--- src/rtl/arpc_pkg.sv ---
// ----------------------------------------------------------------------------
// arpc_pkg
// Shared types and constants for the ARP cache table
// ----------------------------------------------------------------------------
package arpc_pkg;

	localparam int TABLE_ENTRIES = 16;
	localparam int IDX_W         = $clog2(TABLE_ENTRIES);

	localparam int CMD_W    = 3;
	localparam int IP_W     = 32;
	localparam int MAC_W    = 48;
	localparam int IFC_W    = 4;
	localparam int OP_W     = 16;
	localparam int STATUS_W = 3;

	localparam int IN_DATA_W  = 104;
	localparam int OUT_DATA_W = 56;

	localparam logic [CMD_W-1:0] CMD_LOOKUP = 3'd0;
	localparam logic [CMD_W-1:0] CMD_ADD    = 3'd1;
	localparam logic [CMD_W-1:0] CMD_LEARN  = 3'd2;
	localparam logic [CMD_W-1:0] CMD_DELETE = 3'd3;
	localparam logic [CMD_W-1:0] CMD_CLEAR  = 3'd4;

	localparam logic [OP_W-1:0] ARP_OP_REPLY = 16'd2;

	localparam logic [STATUS_W-1:0] STS_DONE     = 3'd0;
	localparam logic [STATUS_W-1:0] STS_DUP      = 3'd1;
	localparam logic [STATUS_W-1:0] STS_FULL     = 3'd2;
	localparam logic [STATUS_W-1:0] STS_NOTFOUND = 3'd3;
	localparam logic [STATUS_W-1:0] STS_IGNORED  = 3'd4;

	typedef enum logic [1:0] {
		ST_IDLE,
		ST_SCAN,
		ST_FINISH
	} ctrl_state_t;

	typedef struct packed {
		logic load;
		logic step;
		logic commit;
	} ctrl_cmd_t;

	typedef struct packed {
		logic needs_scan;
		logic last;
		logic out_free;
	} dp_status_t;

endpackage

--- src/rtl/arpc_ctrl.sv ---
// ----------------------------------------------------------------------------
// arpc_ctrl
// Command sequencer: accept, slot scan, commit and result hand-off
// ----------------------------------------------------------------------------
module arpc_ctrl
	import arpc_pkg::*;
(
	input  logic       clk,
	input  logic       arst_n,
	input  logic       in_valid,
	output logic       in_ready,
	input  dp_status_t dp_sts,
	output ctrl_cmd_t  ctrl
);

	ctrl_state_t state_q, state_next;

	always_ff @(posedge clk or negedge arst_n) begin
		if (!arst_n) begin
			state_q <= ST_IDLE;
		end else begin
			state_q <= state_next;
		end
	end

	always_comb begin
		state_next = state_q;
		case (state_q)
			ST_IDLE: begin
				if (in_valid) begin
					state_next = dp_sts.needs_scan ? ST_SCAN : ST_FINISH;
				end
			end
			ST_SCAN: begin
				if (dp_sts.last) begin
					state_next = ST_FINISH;
				end
			end
			ST_FINISH: begin
				if (dp_sts.out_free) begin
					state_next = ST_IDLE;
				end
			end
			default: begin
				state_next = ST_IDLE;
			end
		endcase
	end

	always_comb begin
		in_ready    = 1'b0;
		ctrl.load   = 1'b0;
		ctrl.step   = 1'b0;
		ctrl.commit = 1'b0;
		case (state_q)
			ST_IDLE: begin
				in_ready  = 1'b1;
				ctrl.load = in_valid;
			end
			ST_SCAN: begin
				ctrl.step = 1'b1;
			end
			ST_FINISH: begin
				ctrl.commit = dp_sts.out_free;
			end
			default: begin
				in_ready = 1'b0;
			end
		endcase
	end

endmodule

--- src/rtl/arpc_dp.sv ---
// ----------------------------------------------------------------------------
// arpc_dp
// Slot storage, key scan, result decision and output register
// ----------------------------------------------------------------------------
module arpc_dp
	import arpc_pkg::*;
(
	input  logic                clk,
	input  logic                arst_n,
	input  ctrl_cmd_t           ctrl,
	output dp_status_t          dp_sts,
	input  logic [CMD_W-1:0]    in_cmd,
	input  logic [IP_W-1:0]     in_ip,
	input  logic [MAC_W-1:0]    in_mac,
	input  logic [IFC_W-1:0]    in_ifc,
	input  logic [OP_W-1:0]     in_op,
	output logic                out_valid,
	input  logic                out_ready,
	output logic [STATUS_W-1:0] out_status,
	output logic                out_hit,
	output logic [MAC_W-1:0]    out_mac,
	output logic [IFC_W-1:0]    out_ifc
);

	logic [TABLE_ENTRIES-1:0] valid_q;
	logic [IP_W-1:0]          slot_ip_q  [TABLE_ENTRIES];
	logic [MAC_W-1:0]         slot_mac_q [TABLE_ENTRIES];
	logic [IFC_W-1:0]         slot_ifc_q [TABLE_ENTRIES];

	logic [CMD_W-1:0] cmd_q;
	logic [IP_W-1:0]  ip_q;
	logic [MAC_W-1:0] mac_q;
	logic [IFC_W-1:0] ifc_q;
	logic [OP_W-1:0]  op_q;

	logic [IDX_W-1:0] idx_q;
	logic             found_q;
	logic [IDX_W-1:0] found_idx_q;
	logic [MAC_W-1:0] found_mac_q;
	logic [IFC_W-1:0] found_ifc_q;
	logic             free_q;
	logic [IDX_W-1:0] free_idx_q;

	logic                out_valid_q;
	logic [STATUS_W-1:0] out_status_q;
	logic                out_hit_q;
	logic [MAC_W-1:0]    out_mac_q;
	logic [IFC_W-1:0]    out_ifc_q;

	logic                entry_match;
	logic                entry_free;
	logic [STATUS_W-1:0] res_status;
	logic                res_hit;
	logic [MAC_W-1:0]    res_mac;
	logic [IFC_W-1:0]    res_ifc;
	logic                wr_en;
	logic [IDX_W-1:0]    wr_idx;
	logic                del_en;
	logic                clr_all;

	always_comb begin
		dp_sts.needs_scan = (in_cmd inside {CMD_LOOKUP, CMD_ADD, CMD_DELETE})
			|| (in_cmd == CMD_LEARN && in_op == ARP_OP_REPLY);
		dp_sts.last       = (idx_q == IDX_W'(TABLE_ENTRIES - 1));
		dp_sts.out_free   = !out_valid_q || out_ready;
	end

	assign entry_match = valid_q[idx_q] && (slot_ip_q[idx_q] == ip_q);
	assign entry_free  = !valid_q[idx_q];

	// captured command
	always_ff @(posedge clk) begin
		if (ctrl.load) begin
			cmd_q <= in_cmd;
			ip_q  <= in_ip;
			mac_q <= in_mac;
			ifc_q <= in_ifc;
			op_q  <= in_op;
		end
	end

	// scan state
	always_ff @(posedge clk or negedge arst_n) begin
		if (!arst_n) begin
			idx_q   <= '0;
			found_q <= 1'b0;
			free_q  <= 1'b0;
		end else if (ctrl.load) begin
			idx_q   <= '0;
			found_q <= 1'b0;
			free_q  <= 1'b0;
		end else if (ctrl.step) begin
			idx_q <= idx_q + 1'b1;
			if (entry_match && !found_q) begin
				found_q <= 1'b1;
			end
			if (entry_free && !free_q) begin
				free_q <= 1'b1;
			end
		end
	end

	always_ff @(posedge clk) begin
		if (ctrl.step) begin
			if (entry_match && !found_q) begin
				found_idx_q <= idx_q;
				found_mac_q <= slot_mac_q[idx_q];
				found_ifc_q <= slot_ifc_q[idx_q];
			end
			if (entry_free && !free_q) begin
				free_idx_q <= idx_q;
			end
		end
	end

	// result decision
	always_comb begin
		res_status = STS_DONE;
		res_hit    = 1'b0;
		res_mac    = '0;
		res_ifc    = '0;
		wr_en      = 1'b0;
		wr_idx     = free_idx_q;
		del_en     = 1'b0;
		clr_all    = 1'b0;
		case (cmd_q)
			CMD_LOOKUP: begin
				if (found_q) begin
					res_hit = 1'b1;
					res_mac = found_mac_q;
					res_ifc = found_ifc_q;
				end else begin
					res_status = STS_NOTFOUND;
				end
			end
			CMD_ADD, CMD_LEARN: begin
				if (cmd_q == CMD_LEARN && op_q != ARP_OP_REPLY) begin
					res_status = STS_IGNORED;
				end else if (found_q) begin
					res_hit = 1'b1;
					wr_idx  = found_idx_q;
					if (found_mac_q == mac_q && found_ifc_q == ifc_q) begin
						res_status = STS_DUP;
					end else begin
						wr_en = 1'b1;
					end
				end else if (free_q) begin
					wr_en = 1'b1;
				end else begin
					res_status = STS_FULL;
				end
			end
			CMD_DELETE: begin
				if (found_q) begin
					res_hit = 1'b1;
					del_en  = 1'b1;
				end else begin
					res_status = STS_NOTFOUND;
				end
			end
			CMD_CLEAR: begin
				clr_all = 1'b1;
			end
			default: begin
				res_status = STS_IGNORED;
			end
		endcase
	end

	// slot table
	always_ff @(posedge clk or negedge arst_n) begin
		if (!arst_n) begin
			valid_q <= '0;
		end else if (ctrl.commit) begin
			if (clr_all) begin
				valid_q <= '0;
			end else if (del_en) begin
				valid_q[found_idx_q] <= 1'b0;
			end else if (wr_en) begin
				valid_q[wr_idx] <= 1'b1;
			end
		end
	end

	always_ff @(posedge clk) begin
		if (ctrl.commit && wr_en) begin
			slot_ip_q[wr_idx]  <= ip_q;
			slot_mac_q[wr_idx] <= mac_q;
			slot_ifc_q[wr_idx] <= ifc_q;
		end
	end

	// output register
	always_ff @(posedge clk or negedge arst_n) begin
		if (!arst_n) begin
			out_valid_q <= 1'b0;
		end else if (ctrl.commit) begin
			out_valid_q <= 1'b1;
		end else if (out_ready) begin
			out_valid_q <= 1'b0;
		end
	end

	always_ff @(posedge clk) begin
		if (ctrl.commit) begin
			out_status_q <= res_status;
			out_hit_q    <= res_hit;
			out_mac_q    <= res_mac;
			out_ifc_q    <= res_ifc;
		end
	end

	assign out_valid  = out_valid_q;
	assign out_status = out_status_q;
	assign out_hit    = out_hit_q;
	assign out_mac    = out_mac_q;
	assign out_ifc    = out_ifc_q;

endmodule

--- src/rtl/arp_cache_table_top.sv ---
// ----------------------------------------------------------------------------
// arp_cache_table_top
// ARP cache: IPv4 key to MAC address and outgoing interface
// ----------------------------------------------------------------------------
// One command per input transfer, one result transfer per command. Lookup,
// add, learn and delete go through accept, a scan of every table slot for
// the key and a free slot (16 slots through a single compare unit), and
// commit, which waits until the output register can take the result. Clear,
// unknown commands and learn from a non-reply packet skip the scan.
// The next command is accepted once the previous one has been committed,
// even while its result still waits in the output register. The slot valid
// bits are cleared by reset; no clearing pass is needed.
// ----------------------------------------------------------------------------
module arp_cache_table_top
	import arpc_pkg::*;
(
	input  logic                  clk,
	input  logic                  arst_n,
	input  logic                  s_axis_tvalid,
	output logic                  s_axis_tready,
	// ip_addr[31:0], mac_addr[79:32], interface_index[83:80], arp_operation[99:84]
	input  logic [IN_DATA_W-1:0]  s_axis_tdata,
	// command[2:0]
	input  logic [CMD_W-1:0]      s_axis_tuser,
	output logic                  m_axis_tvalid,
	input  logic                  m_axis_tready,
	// hit[0], found_mac[48:1], found_interface[52:49]
	output logic [OUT_DATA_W-1:0] m_axis_tdata,
	// status[2:0]
	output logic [STATUS_W-1:0]   m_axis_tuser
);

	ctrl_cmd_t        ctrl;
	dp_status_t       dp_sts;
	logic             out_hit;
	logic [MAC_W-1:0] out_mac;
	logic [IFC_W-1:0] out_ifc;

	arpc_ctrl u_ctrl (
		.clk      (clk),
		.arst_n   (arst_n),
		.in_valid (s_axis_tvalid),
		.in_ready (s_axis_tready),
		.dp_sts   (dp_sts),
		.ctrl     (ctrl)
	);

	arpc_dp u_dp (
		.clk        (clk),
		.arst_n     (arst_n),
		.ctrl       (ctrl),
		.dp_sts     (dp_sts),
		.in_cmd     (s_axis_tuser),
		.in_ip      (s_axis_tdata[31:0]),
		.in_mac     (s_axis_tdata[79:32]),
		.in_ifc     (s_axis_tdata[83:80]),
		.in_op      (s_axis_tdata[99:84]),
		.out_valid  (m_axis_tvalid),
		.out_ready  (m_axis_tready),
		.out_status (m_axis_tuser),
		.out_hit    (out_hit),
		.out_mac    (out_mac),
		.out_ifc    (out_ifc)
	);

	assign m_axis_tdata = {3'b000, out_ifc, out_mac, out_hit};

endmodule
--- config.mk ---
export PLATFORM = sky130hd
export DESIGN_NAME = arp_cache_table_top
export DESIGN_NICKNAME = d
export VERILOG_FILES = /design/src/rtl/arpc_pkg.sv /design/src/rtl/arpc_ctrl.sv /design/src/rtl/arpc_dp.sv /design/src/rtl/arp_cache_table_top.sv
export SDC_FILE = /design/constraint.sdc
export NUM_CORES = 1
export LEC_CHECK = 0
export ABC_AREA = 1
export BUFFER_PORTS_ARGS = -buffer_cell sky130_fd_sc_hd__buf_2
export CAP_MARGIN = 30
export CORE_MARGIN = 2
export CORE_UTILIZATION = 30
export CTS_CLUSTER_DIAMETER = 50
export CTS_CLUSTER_SIZE = 40
export DETAILED_ROUTE_END_ITERATION = 16
export GPL_TIMING_DRIVEN = 0
export PLACE_DENSITY = 0.57
export SLEW_MARGIN = 20
export SYNTH_ARGS = -nofsm -noshare
export SYNTH_HDL_FRONTEND = slang
export SYNTH_SLANG_ARGS = --single-unit
--- constraint.sdc ---
create_clock -name clk -period 7.1 [get_ports clk]
set_input_delay 0 -clock clk [delete_from_list [all_inputs] [get_ports clk]]
set_output_delay 0 -clock clk [all_outputs]
set_load 0.01 [all_outputs]
==> flow_summary_export.csv <==
group,metric,value,unit
floorplan,num_rows,168,
routing,first_pass_iters,5,
routing,totalWireLength,201000,um
logic_synthesis,syn-cell-area,62900,um^2
routing,ant_nets,0,
logic_synthesis,yosys_warnings,0,
timing,finalSetupTns,0,ns
timing,finalMaxSlewViolations,0,
pwr,power_frac_seq,43.5,%
placed_design,dpl.cell_count,8172,
placed_design,dp.final_hpwl,138000,um
timing,setup_violations,0,
logic_synthesis,yosys-top-cells-count,"edfxtp_1, nand2_1, nor2_1",
worst_setup_path,cp.arrival,5.35,ns
final_layout,area_growth,21.3,%
hold_path,hp-class,"in -> reg",
floorplan,initial_utilization,30.1,%
timing,tightestPinTransition,1.05,ns
logic_synthesis,yosysTopAreaCellShare,74.6,%
timing,fin_ws,2.31,ns
cts,clkLatencyLatePin,0.82,ns
pwr,internal-power,17200,uW
routing,drtIter0Drc,5361,
worst_setup_path,crit_path_cell_trace,"xnor2_1, nand4_1, nor2_1, nand2_1, nor2_1, nand3_1, nand2_1, clkbuf_1, nor3_2, buf_4, buf_6, buf_4, buf_4, buf_4, buf_6",
final_layout,fin_nets,5828,
cts,ctsResizeCount,0,
grt,grt_pass1_wl,287000,um
logic_synthesis,yosys-top-cells-area,"edfxtp_1, nand2_1, nor2_1, o21ai_0, nand3_1",
worst_setup_path,cp-start-kind,"register",
grt,grt_usage,18.4,%
logic_synthesis,synth_ff_type,"edfxtp_1",
logic_synthesis,synth_edf_count,1563,
cts,cts.sinks,1588,
grt,grt_pass1_vias,41000,
cts,cts_max_level,4,
final_layout,drive_above_1_share,13.2,%
floorplan,design.core.area,209000,um^2
worst_setup_path,slowest_stage,"edfxtp_1",
pwr,switching_power,9530,uW
pwr,ir_worst_vdd,0.275,mV
pwr,power_density,349,nW/um^2
grt,overflow,0,
worst_setup_path,path_class,"reg -> reg",
floorplan,io_pins,172,
floorplan,die_h,462,um
timing,max_freq,209,MHz
pwr,p_leak,0.0270,uW
cts,cts_tree,"yes",
cts,clockBufferDepth,3,
final_layout,num-fill-cells,20100,
routing,drcViolationCount,0,
logic_synthesis,synth_cell_types,37,
timing,relSlewSlack,30.1,%
timing,fin_crit_sh,67.4,%
logic_synthesis,postSynthAreaPerCell,12.6,um^2
cts,numCtsBuffers,141,
timing,fin_worst_skew,0.0562,ns
worst_setup_path,critical_path.max_fanout,17,
placed_design,place_ws,2.35,ns
cts,path_clk_slew,0.07,ns
pwr,p_clk_share,31.1,%
floorplan,dieArea,214000,um^2
logic_synthesis,yosysTopAreaCell,"edfxtp_1",
grt,grt_max_degree,58,
cts,post-cts-setup-buffers,0,
timing,fin_crit,4.79,ns
routing,wire_per_inst,23.2,um
flow_run,maxCapViolCount,0,
placed_design,routabilityCongestion,0.828,
logic_synthesis,synthCells,4982,
worst_setup_path,crit_family,"simple AND/OR/NAND/NOR gates",
routing,viasPerCell,4.97,
worst_setup_path,worstPathRequired,7.67,ns
cts,hold_buffers,206,
logic_synthesis,synth.most_common_cell,"edfxtp_1",
placed_design,io_buffers,164,
worst_setup_path,cpMostUsedCell,"buf_4",
logic_synthesis,seq_area_frac_synth,75.6,%
timing,rsz0062_at_grt,"no",
floorplan,fp.dieW,462,um
cts,ctsRootBufferMaster,"clkbuf_16",
logic_synthesis,async_flop_share,1.57,%
final_layout,layout.cells.non_filler,8639,
pwr,p_comb_share,25.4,%
logic_synthesis,ys_seq_elements,1588,
pwr,swShare,35.7,%
timing,hold_viol,0,
worst_setup_path,path_buf_inv,7,
grt,grt_antenna_before_repair,5,
routing,vias,42900,
run_status,status,"finished clean",
worst_setup_path,max_stage_delay,0.66,ns
worst_setup_path,end_kind,"register",
power by group through the flow:
stage | Sequential, uW | Combinational [uW] | Clock, uW
after floorplan | 11600 | 3670 | 0
after global placement | 11900 | 6430 | 0
after detailed placement | 11800 | 6620 | 0
after CTS | 11600 | 6730 | 8380
after global routing | 11700 | 7300 | 8750
final | 11600 | 6780 | 8280
cells by family after synthesis:
| logic type | after synthesis | share of synthesized area, % |
|---|---|---|
| DFF | 1588 | 75.6 |
| xor gates and xnor gates | 48 | 0.668 |
| buffers and inverters | 567 | 3.77 |
| and+or+nand+nor | 1909 | 12.1 |
| other | 1 | 0.00596 |
| adders and majority gates | 1 | 0.0199 |
| AOI/OAI and AO/OA | 868 | 7.88 |
layout by cell type (no fill, tap or decap), types with 17 or more instances in the layout:
master	n
edfxtp_1	1563
nand2_1	824
nor2_1	762
o21ai_0	512
nand3_1	272
inv_1	263
buf_2	232
dlygate4sd3_1	205
buf_4	203
clkbuf_1	172
clkbuf_16	143
o22ai_1	133
o221ai_1	80
o21ai_1	59
buf_6	44
o211ai_1	44
xnor2_1	40
clkinv_8	25
dfrtp_1	25
clkinv_1	21
inv_6	21
a21oi_1	17
nor3_2	17
final cells by class:
type / count / area (um^2) / area share, %
Multi-Input combinational cell: 2829 / 13100 / 17.2
Clock inverter: 115 / 1440 / 1.89
Inverter: 282 / 1070 / 1.40
Tap cell: 2805 / 3510 / 4.59
Sequential cell: 1588 / 47600 / 62.3
Antenna cell: 1 / 2.50 / 0.00328
Timing Repair Buffer: 589 / 4780 / 6.26
Clock buffer: 145 / 3590 / 4.69
Buffer: 285 / 1320 / 1.73
flip-flops by register name, indices dropped and copies added, names as in the netlist, 16 cells and up:
name              cells
u_dp.found_mac_q     48
u_dp.ip_q            32
u_dp.mac_q           48
u_dp.op_q            16
u_dp.out_mac         48
u_dp.slot_ifc_q      64
u_dp.slot_ip_q      512
u_dp.slot_mac_q     768
u_dp.valid_q         16
metrics by stage:
stage	util, %	cell area [um^2]	hold WS, ns	total power [uW]
after detailed placement	33.1	69300	0.0776	18400
after global routing	36.5	76400	0.0200	27700
after CTS	36.5	76400	0.0000839	26700
after global placement	32.2	67300	0.0691	18300
final	36.5	76400	0.0266	26700
after floorplan	-	63000	-0.296	15300
path summary, 6_finish.rpt:
kind                                    endpoint              from  slack (ns)  cells past startpoint
setup / recovery           u_dp.slot_ip_q[8][14]    u_dp.mac_q[31]        2.31                     15
hold reg to reg                  u_dp.valid_q[4]   u_dp.valid_q[4]        0.54                      2
max in group asynchronous       u_dp.valid_q[14]            arst_n        6.70                      4
min in group asynchronous         u_dp.out_valid            arst_n        0.22                      4
hold / removal                     u_dp.ip_q[26]  s_axis_tdata[26]        0.03                      2
setup reg to reg           u_dp.slot_ip_q[8][14]    u_dp.mac_q[31]        2.31                     15
metal layers:
layer	track usage (%)	share of wire [%]	vias to the layer above
met1	24.7	41	21400
met3	3.13	8.6	290
li1	-	-	19200
met5	0	0	-
met4	5.55	2.8	0
met2	30.5	48	2076
Note: power is estimated with default switching activity, not from simulation.
